[config.mk]
export PLATFORM = sky130hd
export DESIGN_NAME = adc_single_shot_read_with_backoff_unit
export DESIGN_NICKNAME = d
export VERILOG_FILES = /design/src/adcsr_pkg.sv /design/src/adc_single_shot_read_with_backoff_unit.sv
export SDC_FILE = /design/constraint.sdc
export NUM_CORES = 1
export LEC_CHECK = 0
export BUFFER_PORTS_ARGS = -buffer_cell sky130_fd_sc_hd__buf_2
export CAP_MARGIN = 20
export CORE_ASPECT_RATIO = 0.5
export CORE_MARGIN = 10
export CORE_UTILIZATION = 66
export CTS_CLUSTER_DIAMETER = 80
export DETAILED_ROUTE_END_ITERATION = 6
export GPL_ROUTABILITY_DRIVEN = 0
export PLACE_DENSITY = 0.94
export SLEW_MARGIN = 10
export SYNTH_ARGS = -nofsm -noshare
export SYNTH_HDL_FRONTEND = slang
export SYNTH_SLANG_ARGS = --single-unit
[constraint.sdc]
create_clock -name clk -period 17.27 [get_ports clk]
set_input_delay 1.727 -clock clk [delete_from_list [all_inputs] [get_ports clk]]
set_output_delay 1.727 -clock clk [all_outputs]
set_load 0.01 [all_outputs]
[src/adcsr_pkg.sv]
package adcsr_pkg;

    typedef enum logic [2:0] {
        PH_IDLE  = 3'd0,
        PH_PROBE = 3'd1,
        PH_WRITE = 3'd2,
        PH_POLL  = 3'd3,
        PH_READ  = 3'd4
    } phase_t;

    typedef enum logic [2:0] {
        ACT_PROBE = 3'd0,
        ACT_WRITE = 3'd1,
        ACT_POLL  = 3'd2,
        ACT_CONV  = 3'd3,
        ACT_DONE  = 3'd4
    } action_t;

    typedef enum logic [1:0] {
        FN_INIT     = 2'd0,
        FN_PRESENCE = 2'd1,
        FN_READ     = 2'd2,
        FN_BUS      = 2'd3
    } func_t;

    typedef enum logic [1:0] {
        REG_RETRY_BASE = 2'd0,
        REG_RETRY_MAX  = 2'd1,
        REG_CONV_TMO   = 2'd2,
        REG_MAX_CHAN   = 2'd3
    } reg_index_t;

    localparam logic [15:0] RETRY_BASE_RST = 16'd500;
    localparam logic [21:0] RETRY_MAX_RST  = 22'd30000;
    localparam logic [15:0] CONV_TMO_RST   = 16'd20;
    localparam logic [1:0]  MAX_CHAN_RST   = 2'd3;

    localparam logic [2:0]  MAX_SHIFT      = 3'd6;
    localparam logic [7:0]  ERR_SAT        = 8'hFF;

    // single-shot start, OS bit, PGA, single-shot mode, data rate, comparator off
    localparam logic [1:0]  CFG_HI_BITS    = 2'b11;
    localparam logic [11:0] CFG_LO_BITS    = 12'h383;

    function automatic logic [15:0] word_for(input logic [1:0] ch);
        word_for = {CFG_HI_BITS, ch, CFG_LO_BITS};
    endfunction

endpackage

[src/adc_single_shot_read_with_backoff_unit.sv]
// A result is registered and shown in the cycle after its input transaction is accepted.
// Throughput: one input transaction per cycle; the output register frees the
// input side whenever it is empty or being taken in the same cycle.
// Reset (rst_n, async, active low): idle, no presence, error count and
// deadlines cleared, configuration registers back to their defaults.
module adc_single_shot_read_with_backoff_unit
(
    input  logic               clk,
    input  logic               rst_n,
    input  logic               cfg_wr_en,
    input  logic [1:0]         cfg_index,
    input  logic [21:0]        cfg_data,
    input  logic               in_valid,
    output logic               in_ready,
    input  logic [1:0]         func,
    input  logic [2:0]         channel,
    input  logic [31:0]        now_ms,
    input  logic               bus_ok,
    input  logic [15:0]        bus_data,
    output logic               out_valid,
    input  logic               out_ready,
    output logic [2:0]         action,
    output logic [15:0]        config_word,
    output logic               done_ok,
    output logic               present,
    output logic signed [15:0] sample
);

    logic [15:0] retry_base_reg;
    logic [21:0] retry_max_reg;
    logic [15:0] conv_tmo_reg;
    logic [1:0]  max_chan_reg;

    adcsr_pkg::phase_t phase_reg, phase_next;
    adcsr_pkg::func_t  requester_reg, requester_next;
    logic        present_reg, present_next;
    logic [7:0]  err_cnt_reg, err_cnt_next;
    logic [31:0] next_probe_reg, next_probe_next;
    logic [31:0] conv_start_reg, conv_start_next;
    logic [1:0]  chan_reg, chan_next;

    logic        out_valid_reg;
    adcsr_pkg::action_t action_reg, action_next;
    logic [15:0] word_reg, word_next;
    logic        ok_reg, ok_next;
    logic        pres_out_reg;
    logic [15:0] sample_reg, sample_next;
    logic        emit;

    logic        accept;
    logic [7:0]  err_inc;
    logic [2:0]  shamt;
    logic [21:0] delay_raw;
    logic [21:0] delay;
    logic [31:0] fail_deadline;
    logic [31:0] probe_diff;
    logic        deadline_hit;
    logic [31:0] elapsed;
    logic        timed_out;

    assign in_ready = !out_valid_reg || out_ready;
    assign accept   = in_valid && in_ready;

    always_comb
    begin
        err_inc       = (err_cnt_reg == adcsr_pkg::ERR_SAT) ? err_cnt_reg
                                                            : err_cnt_reg + 8'd1;
        shamt         = (err_inc > {5'd0, adcsr_pkg::MAX_SHIFT}) ? adcsr_pkg::MAX_SHIFT
                                                                 : err_inc[2:0] - 3'd1;
        delay_raw     = {6'd0, retry_base_reg} << shamt;
        delay         = (delay_raw < retry_max_reg) ? delay_raw : retry_max_reg;
        fail_deadline = now_ms + {10'd0, delay};
        probe_diff    = now_ms - next_probe_reg;
        deadline_hit  = !probe_diff[31];
        elapsed       = now_ms - conv_start_reg;
        timed_out     = elapsed >= {16'd0, conv_tmo_reg};
    end

    always_comb
    begin
        phase_next      = phase_reg;
        requester_next  = requester_reg;
        present_next    = present_reg;
        err_cnt_next    = err_cnt_reg;
        next_probe_next = next_probe_reg;
        conv_start_next = conv_start_reg;
        chan_next       = chan_reg;
        emit            = 1'b0;
        action_next     = adcsr_pkg::ACT_DONE;
        word_next       = 16'd0;
        ok_next         = 1'b0;
        sample_next     = 16'd0;

        if (func != adcsr_pkg::FN_BUS)
        begin
            if (phase_reg == adcsr_pkg::PH_IDLE)
            begin
                emit = 1'b1;
                if (func == adcsr_pkg::FN_INIT)
                begin
                    present_next    = 1'b0;
                    err_cnt_next    = 8'd0;
                    next_probe_next = 32'd0;
                    requester_next  = adcsr_pkg::FN_INIT;
                    phase_next      = adcsr_pkg::PH_PROBE;
                    action_next     = adcsr_pkg::ACT_PROBE;
                end
                else if (func == adcsr_pkg::FN_READ && channel > {1'b0, max_chan_reg})
                begin
                    action_next = adcsr_pkg::ACT_DONE;
                end
                else if (func == adcsr_pkg::FN_READ && present_reg)
                begin
                    chan_next   = channel[1:0];
                    phase_next  = adcsr_pkg::PH_WRITE;
                    action_next = adcsr_pkg::ACT_WRITE;
                    word_next   = adcsr_pkg::word_for(channel[1:0]);
                end
                else if (func == adcsr_pkg::FN_PRESENCE && present_reg)
                begin
                    ok_next = 1'b1;
                end
                else
                begin
                    if (func == adcsr_pkg::FN_READ)
                    begin
                        chan_next = channel[1:0];
                    end
                    if (deadline_hit)
                    begin
                        requester_next = adcsr_pkg::func_t'(func);
                        phase_next     = adcsr_pkg::PH_PROBE;
                        action_next    = adcsr_pkg::ACT_PROBE;
                    end
                end
            end
        end
        else
        begin
            case (phase_reg)
                adcsr_pkg::PH_PROBE, adcsr_pkg::PH_WRITE,
                adcsr_pkg::PH_POLL, adcsr_pkg::PH_READ:
                begin
                    emit = 1'b1;
                    if (!bus_ok || (phase_reg == adcsr_pkg::PH_POLL && !bus_data[15]
                                    && timed_out))
                    begin
                        present_next    = 1'b0;
                        err_cnt_next    = err_inc;
                        next_probe_next = fail_deadline;
                        phase_next      = adcsr_pkg::PH_IDLE;
                    end
                    else if (phase_reg == adcsr_pkg::PH_PROBE)
                    begin
                        present_next    = 1'b1;
                        err_cnt_next    = 8'd0;
                        next_probe_next = 32'd0;
                        if (requester_reg == adcsr_pkg::FN_READ)
                        begin
                            phase_next  = adcsr_pkg::PH_WRITE;
                            action_next = adcsr_pkg::ACT_WRITE;
                            word_next   = adcsr_pkg::word_for(chan_reg);
                        end
                        else
                        begin
                            phase_next = adcsr_pkg::PH_IDLE;
                            ok_next    = 1'b1;
                        end
                    end
                    else if (phase_reg == adcsr_pkg::PH_WRITE)
                    begin
                        conv_start_next = now_ms;
                        phase_next      = adcsr_pkg::PH_POLL;
                        action_next     = adcsr_pkg::ACT_POLL;
                    end
                    else if (phase_reg == adcsr_pkg::PH_POLL)
                    begin
                        if (bus_data[15])
                        begin
                            phase_next  = adcsr_pkg::PH_READ;
                            action_next = adcsr_pkg::ACT_CONV;
                        end
                        else
                        begin
                            action_next = adcsr_pkg::ACT_POLL;
                        end
                    end
                    else
                    begin
                        present_next    = 1'b1;
                        err_cnt_next    = 8'd0;
                        next_probe_next = 32'd0;
                        phase_next      = adcsr_pkg::PH_IDLE;
                        ok_next         = 1'b1;
                        sample_next     = bus_data;
                    end
                end
                default:
                begin
                    phase_next = adcsr_pkg::PH_IDLE;
                end
            endcase
        end
    end

    always_ff @(posedge clk or negedge rst_n)
    begin
        if (!rst_n)
        begin
            retry_base_reg <= adcsr_pkg::RETRY_BASE_RST;
            retry_max_reg  <= adcsr_pkg::RETRY_MAX_RST;
            conv_tmo_reg   <= adcsr_pkg::CONV_TMO_RST;
            max_chan_reg   <= adcsr_pkg::MAX_CHAN_RST;
        end
        else if (cfg_wr_en)
        begin
            case (adcsr_pkg::reg_index_t'(cfg_index))
                adcsr_pkg::REG_RETRY_BASE: retry_base_reg <= cfg_data[15:0];
                adcsr_pkg::REG_RETRY_MAX:  retry_max_reg  <= cfg_data;
                adcsr_pkg::REG_CONV_TMO:   conv_tmo_reg   <= cfg_data[15:0];
                adcsr_pkg::REG_MAX_CHAN:   max_chan_reg   <= cfg_data[1:0];
                default:                   max_chan_reg   <= max_chan_reg;
            endcase
        end
    end

    always_ff @(posedge clk or negedge rst_n)
    begin
        if (!rst_n)
        begin
            phase_reg      <= adcsr_pkg::PH_IDLE;
            requester_reg  <= adcsr_pkg::FN_INIT;
            present_reg    <= 1'b0;
            err_cnt_reg    <= 8'd0;
            next_probe_reg <= 32'd0;
            conv_start_reg <= 32'd0;
            chan_reg       <= 2'd0;
            out_valid_reg  <= 1'b0;
        end
        else
        begin
            if (accept)
            begin
                phase_reg      <= phase_next;
                requester_reg  <= requester_next;
                present_reg    <= present_next;
                err_cnt_reg    <= err_cnt_next;
                next_probe_reg <= next_probe_next;
                conv_start_reg <= conv_start_next;
                chan_reg       <= chan_next;
            end
            if (accept && emit)
            begin
                out_valid_reg <= 1'b1;
            end
            else if (out_ready)
            begin
                out_valid_reg <= 1'b0;
            end
        end
    end

    always_ff @(posedge clk)
    begin
        if (accept && emit)
        begin
            action_reg   <= action_next;
            word_reg     <= word_next;
            ok_reg       <= ok_next;
            pres_out_reg <= present_next;
            sample_reg   <= sample_next;
        end
    end

    assign out_valid   = out_valid_reg;
    assign action      = action_reg;
    assign config_word = word_reg;
    assign done_ok     = ok_reg;
    assign present     = pres_out_reg;
    assign sample      = sample_reg;

    a_present_match: assert property (@(posedge clk) disable iff (!rst_n)
        out_valid_reg |-> (pres_out_reg == present_reg))
        else $error("pending transaction presence differs from state");

    a_err_implies_absent: assert property (@(posedge clk) disable iff (!rst_n)
        (err_cnt_reg != 8'd0) |-> !present_reg)
        else $error("error count set while device present");

    a_done_iff_idle: assert property (@(posedge clk) disable iff (!rst_n)
        out_valid_reg |-> ((action_reg == adcsr_pkg::ACT_DONE) ==
                           (phase_reg == adcsr_pkg::PH_IDLE)))
        else $error("finish action does not match idle phase");

    a_probe_clears_on_success: assert property (@(posedge clk) disable iff (!rst_n)
        present_reg |-> (next_probe_reg == 32'd0))
        else $error("backoff deadline kept while device present");

endmodule
# Yosys cells after proc, flatten, opt, wreduce, memory -nomap -nowiden
# Cells that the tools add are included.
# op_classes
add_sub_neg,5
n_shift,1
n_reduce_logical,29
eq_ne,25
n_mux,89
n_lt_le_gt_ge,4
bitwise_logic,6
# op_table
cell,count
$mux W32,8
$mux W16,9
$mux W3,27
$mux W8,9
$sub A32 B32 Y32,2
$add A32 B22 Y32,1
$ge A32 B16 Y1,1
$mux W1,26
$lt A22 B22 Y1,1
$mux W22,1
$shl A16 B3 Y22,1
$mux W2,9
$reduce_and A6 Y1,3
$reduce_and A7 Y1,2
$ne A2 B2 Y1 const B,5
$add A8 B1 Y8 const B,1
$eq A2 B2 Y1 const B,4
$eq A8 B8 Y1 const B,1
$gt A8 B3 Y1 const B,1
$ne A4 B2 Y1 const B,2
$ne A4 B4 Y1 const B,2
$reduce_and A2 Y1,4
$logic_and A1 B1 Y1,7
$ne A7 B7 Y1 const B,1
16 further kinds,31
# totals
ff_bits,174
wordCells,176
inputBits,83

# Logic depth before layout (Yosys ltp)
# Gate-level depths: netlist (run 1).
# logic_depth
ltp_word,11
mapped_depth,41
ltp_nobuf,39

# Least setup slack after synthesis (run 1)
# Ideal clock, no wire load.
# synth_path
path_kind,register to register
startpoint,reg err_cnt_reg[0]
endpoint,reg next_probe_reg[24]
setup_ns,0.121
required_ns,17.149
path_slack_ns,9.312
stages_incl_launch_ff,41
arrival_time_ns,7.837
cell_sequence,dfrtp_1 ha_1 nand4_1 nor2_1 mux2i_1 inv_1 ha_1 nor2_1 a21boi_1 nand2_1 clkbuf_1 mux2i_1 mux2i_1 mux2_2 ha_1 a21o_1 a21oi_1 nor2b_1 [5 not listed] o311ai_0 nor2_1 clkbuf_1 mux2_2 ha_1 fa_1 nand3_1 a211oi_1 o31ai_1 o21ai_0 o21a_1 o21a_1 o2111ai_1 nand3_1 o41a_1 nand3_1 xnor2_1 a22o_1
# synth_via
elab_chain_cells,11
word_cells_on_any_way,13
classes_between,add/sub: 3; order compare: 2; eq/ne: 1; shift: 1; mux: 6
# synth_rtl
element,line,source
from (decl),adc_single_shot_read_with_backoff_unit.sv:37,"logic [7:0] err_cnt_reg, err_cnt_next;"
from (signal assigned),adc_single_shot_read_with_backoff_unit.sv:247,err_cnt_reg <= err_cnt_next;
$add A8 B1 Y8 or $eq A8 B8 Y1 (tied branches),"adc_single_shot_read_with_backoff_unit.sv:67, adc_single_shot_read_with_backoff_unit.sv:66",
$mux W8 *,adc_single_shot_read_with_backoff_unit.sv:66,err_inc = (err_cnt_reg == adcsr_pkg::ERR_SAT) ? err_cnt_reg
$gt A8 B3 Y1 or $sub A3 B1 Y3 (tied branches),"adc_single_shot_read_with_backoff_unit.sv:68, adc_single_shot_read_with_backoff_unit.sv:69",
$mux W3 *,adc_single_shot_read_with_backoff_unit.sv:68,"shamt = (err_inc > {5'd0, adcsr_pkg::MAX_SHIFT}) ? adcsr_pkg::MAX_SHIFT"
$shl A16 B3 Y22 *,adc_single_shot_read_with_backoff_unit.sv:70,"delay_raw = {6'd0, retry_base_reg} << shamt;"
$lt A22 B22 Y1,adc_single_shot_read_with_backoff_unit.sv:71,delay = (delay_raw < retry_max_reg) ? delay_raw : retry_max_reg;
$mux W22 *,adc_single_shot_read_with_backoff_unit.sv:71,
$add A32 B22 Y32 *,adc_single_shot_read_with_backoff_unit.sv:72,"fail_deadline = now_ms + {10'd0, delay};"
$mux W32 *,adc_single_shot_read_with_backoff_unit.sv:145,if (!bus_ok || (phase_reg == adcsr_pkg::PH_POLL && !bus_data[15]
$mux W32 *,adc_single_shot_read_with_backoff_unit.sv:140,case (phase_reg)
$mux W32 *,adc_single_shot_read_with_backoff_unit.sv:94,if (func != adcsr_pkg::FN_BUS)
to (signal assigned),adc_single_shot_read_with_backoff_unit.sv:248,next_probe_reg <= next_probe_next;
to (decl),adc_single_shot_read_with_backoff_unit.sv:38,"logic [31:0] next_probe_reg, next_probe_next;"
# Every way passes the cells marked *; elsewhere a longest branch is shown, timed or not. The select of a mux whose other input is x is not followed.
# A chain may end at the register's enable or synchronous reset.

# Final worst setup path (run 1)
# layout_path
startpoint,reg err_cnt_reg[0]
endpoint,reg next_probe_reg[31]
# Same word-level chain as after synthesis.

==> metrics.md, run 1 <==
| Metric | Value |
|---|---|
| Crit Path Class | `register to register` |
| Largest fanout on the critical path | `20` |
| Outcome | `finished with violations` |
| Drt initial violations | `1034` |
| Die Wd | `215 um` |
| Rel. slew slack | `0.365` |
| Top FF cell, synth | `dfrtp_1` |
| Pwr dens | `217 nW/um^2` |
| Clk pwr share | `0.130` |
| Post-DP HPWL | `25.4 mm` |
| Layout filler cell count | `1185` |
| Gr busiest metal | `met2` |
| Share of power burned in registers | `0.191` |
| Non-Filler Instances | `1703` |
| Remaining DRCs | `2` |
| Port Buffers | `114` |
| LEAKAGE | `6.48 nW` |
| Yosys warns | `0` |
| Worst min path class | `register to register` |
| Worst endpoint required time | `17.59 ns` |
| Vias | `11.0k` |
| Largest net degree at the start of global routing | `87` |
| Leading area contributor after synthesis | `dfrtp_1` |
| Drt total wl | `34.6 mm` |
| Slew of the pin with the lowest slew margin | `0.950 ns` |
| Final hold viol count | `0` |
| Avg Cell Area, Syn | `9.33 um^2` |
| Endpoints failing setup | `0` |
| Sequential cell area | `4170 um^2` |
| Sw power | `0.00141 W` |
| Minimum hold slack | `0.510 ns` |
| RSZ-0062 raised after global routing | `no` |
| Slowest CP cell | `nand2_1` |
| Maximum VDD drop | `0.000139 V` |
| Worst-skew pair later-pin latency | `0.45 ns` |
| Yosys top cell area share | `0.240` |
| Grt total ovfl | `0` |
| Post-synth EDFFs | `24` |
| First-pass GRT wire length | `55.9 mm` |
| Internal power | `0.00159 W` |
| Count of cell types in the netlist | `76` |
| F_max | `93.5 MHz` |
| Reg-to-reg endpoint | `next_probe_reg[31]` |
| Clock Skew | `0.0124 ns` |
| Number of placed instances, taps included | `1666` |
| Worst EP arrival | `11.01 ns` |
| Max_cap viols | `0` |
| Number of antenna-violating nets in the routed design | `0` |
| Die footprint | `25200 um^2` |
| Sink Count | `161` |
| Hold_buf cts | `0` |
| Post-CTS sizing | `0` |
| Post-synthesis instance total | `1339` |
| Vias in the first global route | `11.1k` |
| Worst setup path endpoint | `next_probe_reg[31]` |
| Final core occ | `0.749` |
| Comb pwr share | `0.679` |
| Seq cells post-synth | `161` |
| Area grow syn2layout | `10.7%` |
| CP most frequent cell | `a21oi_1` |
| CTS clk-pin slew, worst paths | `0.07 ns` |
| Worst setup startpoint | `err_cnt_reg[0]` |
| First-pass DRT Iterations | `7` |
| Slew Viols, Final | `0` |
| Crit start category | `register` |
| Met1 Usage GRT | `0.323` |
| Routed wire per std cell | `20.3 um` |
| Initial core utilization | `0.676` |
| Reg-to-Reg Start | `err_cnt_reg[0]` |
| Switching Fraction | `0.471` |
| FF-to-FF path depth | `38` |
| Clock Path Buffers | `2` |
| Setup_tns | `0 ns` |
| Core Area | `18500 um^2` |
| Setup bufs post-CTS | `0` |
| Synth top area cells | `dfrtp_1 24%, ha_1 14%, mux2_2 8.7%, edfxtp_1 5.8%, inv_1 3.8%` |
| Final Cycle Share | `0.619` |
| GR met2 Demand/Resource | `0.435` |
| Crit path capture type | `register` |
| Sequential share of the synthesized area | `0.334` |
| Antenna violations before repair | `1` |
| Cts bufs inserted | `17` |
| H-tree level count | `4` |
| Worst R2R Setup Slack | `6.58 ns` |
| Area occupied by multi-input gates | `7580 um^2` |
| CTS Root Cell | `clkbuf_16` |
| TritonCTS clock tree | `done` |
| Ys async rst share | `0.851` |
| Site Rows | `35` |
| GR Layer Usage met3 | `0.0570` |
| Failing checks | `design-rule violations` |
| Tmin final | `10.69 ns` |
| I/O Pins | `122` |
| Total Routing Usage GR | `0.266` |
| Mapped cell area | `12500 um^2` |
| Vias per cell | `6.46` |
| Die Y | `117 um` |
| Total Nets Final | `1651` |
| Share of layout cells above drive strength 1 | `0.202` |
| Slowest stage delay, CP | `0.65 ns` |
-- worst min-delay path by stage --
| stage | startpoint | to | slack, ns | cells past startpoint |
|---|---|---|---|---|
| 2_1_floorplan | next_probe_reg[15] | next_probe_reg[15] | 0.46 | 2 |
| 3_3_place_gp | next_probe_reg[15] | next_probe_reg[15] | 0.47 | 2 |
| 3_5_place_dp | next_probe_reg[17] | next_probe_reg[17] | 0.49 | 1 |
| 4_1_cts | next_probe_reg[27] | next_probe_reg[27] | 0.51 | 1 |
| 5_1_grt | next_probe_reg[10] | next_probe_reg[10] | 0.52 | 1 |
| 6_report | conv_tmo_reg[7] | conv_tmo_reg[7] | 0.51 | 1 |
-- per-layer routing --
layer,share of wire,vias to the layer above
met5,0,-
met4,0.054,0
met3,0.079,184
met2,0.46,628
met1,0.41,5214
li1,-,4973
-- synthesized netlist by cell type, drive strengths merged (9+ instances only) --
master and count:
ha 136, inv 126, dfrtp 120, nand2 105
mux2 97, a21oi 81, o21ai 79, nor2 64
a22o 36, xnor2 36, mux2i 33, buf 30
nor3 30, a21o 29, clkbuf 28, nand3 27
and2 24, edfxtp 24, nand4 22, o21a 20
a211oi 17, dfstp 17, xor2 16, nand2b 15
nor2b 13, o21bai 10, o211ai 9
-- cells by family (layout without fill, tap and decap cells) --
group | after synthesis | after routing | synth area share
AO/OA/AOI/OAI | 337 | 337 | 0.181
adder cells (fa/ha/maj) | 138 | 138 | 0.139
XOR/XNOR | 52 | 52 | 0.0364
flip-flops | 161 | 161 | 0.334
AND/OR/NAND/NOR | 336 | 336 | 0.133
buffers and inverters | 184 | 282 | 0.0627
other | 1 | 8 | 0.000300
multiplexers | 130 | 130 | 0.114
-- cells in the final DEF, fill, tap and decap left out, drive strengths merged, types with 27 or more instances in the layout --
cell type and n:
a21o 29, nor3 30, ha 136, a21oi 81, nand3 27, dfrtp 120, mux2 97, nand2 105
xnor2 36, inv 131, mux2i 33, a22o 36, o21ai 79, buf 124, nor2 64
-- power groups by stage --
stage	Clock, W	Sequential, W	Combinational [W]
after floorplan	0	0.000546	0.00151
after global placement	0	0.000565	0.00181
after detailed placement	0	0.000572	0.00193
after CTS	0.000390	0.000568	0.00197
after global routing	0.000406	0.000582	0.00222
final	0.000388	0.000572	0.00204
-- critical path, delay by kind of cell (launching register included) --
family / cells / cell delay, ns
flops: 1 / 0.42
mux: 4 / 1.38
xor+xnor: 2 / 0.57
compound gates: 16 / 3.62
simple gates: 11 / 3.17
fa+ha+maj: 4 / 1.09
buf+inv: 1 / 0.34
-- layout make-up --
cell class / instances / share of cell area
Sequential cell: 161 / 0.301
Clock inverter: 15 / 0.0114
Inverter: 126 / 0.0342
Multi-Input combinational cell: 1000 / 0.548
Timing Repair Buffer: 124 / 0.0506
Antenna cell: 1 / 0.000181
Clock buffer: 17 / 0.0307
Tap cell: 259 / 0.0234
-- through the flow --
stage	total power, W	worst slack [ns]	area (um^2)
floorplan	0.00206	9.31	12500
global placement	0.00238	8.07	13200
detailed placement	0.00250	7.13	13200
CTS	0.00293	6.95	13800
global route	0.00321	5.73	13800
finish	0.00300	6.58	13800
No activity file was read; power rests on OpenSTA's default activity.
==> run 2, diff against run 1 <==
Settings changed: CORE_UTILIZATION 66 to 55, PLACE_DENSITY 0.94 to 0.84.
Clock period 17.27 ns to 9.1 ns, I/O delays scaled along.
==> metrics.md, run 2 (same netlist as run 1, synthesis figures left out) <==
| Metric | Value |
|---|---|
| Outcome | `finished, final reports clean` |
| Drt total wl | `34.5 mm` |
| Rel. slew slack | `0.405` |
| Total Nets Final | `1663` |
| Cts bufs inserted | `17` |
| Final hold viol count | `0` |
| Core Area | `22000 um^2` |
| Initial core utilization | `0.568` |
| Die Y | `127 um` |
| Commonest cells after routing, fill and taps aside | `135 x ha_1, 126 x inv_1, 119 x dfrtp_1` |
| H-tree level count | `4` |
| Total Routing Usage GR | `0.229` |
| Crit path capture type | `register` |
| Die Wd | `233 um` |
| Area occupied by multi-input gates | `7670 um^2` |
| First-pass DRT Iterations | `6` |
| Post-DP HPWL | `25.2 mm` |
| Comb pwr share | `0.689` |
| CTS Root Cell | `clkbuf_16` |
| Worst endpoint required time | `9.43 ns` |
| Tmin final | `8.74 ns` |
| Final core occ | `0.639` |
| Largest fanout on the critical path | `20` |
| Internal power | `0.00311 W` |
| Share of layout cells above drive strength 1 | `0.219` |
| CTS clk-pin slew, worst paths | `0.07 ns` |
| Crit start category | `register` |
| Layout filler cell count | `1717` |
| Vias | `10.7k` |
| Slowest stage delay, CP | `0.51 ns` |
| Minimum hold slack | `0.402 ns` |
| Worst-skew pair later-pin latency | `0.46 ns` |
| Grt total ovfl | `0` |
| Port Buffers | `114` |
| Area grow syn2layout | `12.6%` |
| Slew of the pin with the lowest slew margin | `0.890 ns` |
| Final Cycle Share | `0.961` |
| Largest net degree at the start of global routing | `84` |
| Sink Count | `161` |
| Antenna violations before repair | `1` |
| Worst min path class | `input pin to async pin` |
| TritonCTS clock tree | `done` |
| Clk pwr share | `0.125` |
| Sequential cell area | `4170 um^2` |
| F_max | `114 MHz` |
| Worst EP arrival | `9.08 ns` |
| Remaining DRCs | `0` |
| Clock Path Buffers | `2` |
| Drt initial violations | `1162` |
| I/O Pins | `122` |
| Share of power burned in registers | `0.186` |
| Max_cap viols | `0` |
| Commonest non-fill, non-tap cell in the layout | `ha_1` |
| Switching Fraction | `0.470` |
| Setup_tns | `0 ns` |
| Vias per cell | `6.12` |
| Sw power | `0.00275 W` |
| Crit Path Class | `register to register` |
| First-pass GRT wire length | `54.9 mm` |
| Site Rows | `38` |
| LEAKAGE | `6.54 nW` |
| Maximum VDD drop | `0.000245 V` |
| Endpoints failing setup | `0` |
| Clock Skew | `0.0144 ns` |
| Hold_buf cts | `0` |
| Slew Viols, Final | `0` |
| Die footprint | `29500 um^2` |
| Total Power | `0.00586 W` |
| Number of antenna-violating nets in the routed design | `0` |
| Routed wire per std cell | `19.6 um` |
| Pwr dens | `416 nW/um^2` |
| Vias in the first global route | `10.8k` |
| Slowest CP cell | `o41a_1` |
[run 2: final cells by class]
type                    count  share of cell area
flip-flops and latches    161               0.296
clock inverters            12             0.00862
repair buffers            136              0.0561
clock buffers              20              0.0333
inverters                 126              0.0336
multi-input cells        1000               0.545
well taps                 300              0.0267
diodes                      1            0.000178
[run 2: metal layers]
metal	GRT usage	wire, um	up-vias
met2	0.391	16700	475
met1	0.274	13600	5126
met5	0	8	-
met4	0.106	1530	2
li1	-	-	4998
met3	0.0445	2610	146
[run 2: critical path, delay by kind of cell, from the launching register on]
family / cells / cell delay (ns)
and+or+nand+nor: 12 / 1.80
DFF: 1 / 0.43
xor gates and xnor gates: 1 / 0.09
buffers and inverters: 3 / 0.47
muxes: 5 / 1.40
AOI/OAI and AO/OA: 15 / 3.05
adders and majority gates: 5 / 1.39
[run 2: path summary, 6_finish.rpt]
path                                          from            endpoint  slack [ns]  depth (start not counted)
worst max-delay path                err_cnt_reg[0]  next_probe_reg[30]        0.36                         41
worst min-delay path                         rst_n   retry_base_reg[3]        0.40                          1
worst max register to register      err_cnt_reg[0]  next_probe_reg[30]        0.36                         41
worst min register to register  next_probe_reg[15]  next_probe_reg[15]        0.50                          2
max in group asynchronous                    rst_n  conv_start_reg[23]        7.47                          3
min in group clk                next_probe_reg[15]  next_probe_reg[15]        0.50                          2
[run 2: per-stage QoR]
| stage | instances | instance area (um^2) | setup WS (ns) |
|---|---|---|---|
| floorplan | 1345 | 12500 | 1.14 |
| global placement | 1710 | 13200 | 0.549 |
| detailed placement | 1710 | 13200 | 0.00776 |
| CTS | 1742 | 13900 | 0.107 |
| global route | 1755 | 14100 | -0.165 |
| finish | 1756 | 14100 | 0.357 |
[run 2: power groups by stage]
stage	Combinational [W]	Clock [W]	Sequential, W
3_3_place_gp	0.00349	0	0.00107
4_1_cts	0.00378	0.000738	0.00108
2_1_floorplan	0.00287	0	0.00104
3_5_place_dp	0.00367	0	0.00109
6_report	0.00403	0.000734	0.00109
5_1_grt	0.00443	0.000773	0.00111
[run 2: what timing repair did]
| action | CTS | global route |
|---|---|---|
| endpoints found under the setup margin | 11 | 15 |
| buffers inserted | 0 | 9 |
| endpoints found under the hold margin | 0 | 0 |
| pin swaps | 0 | 4 |
| gates resized for setup | 6 | 20 |
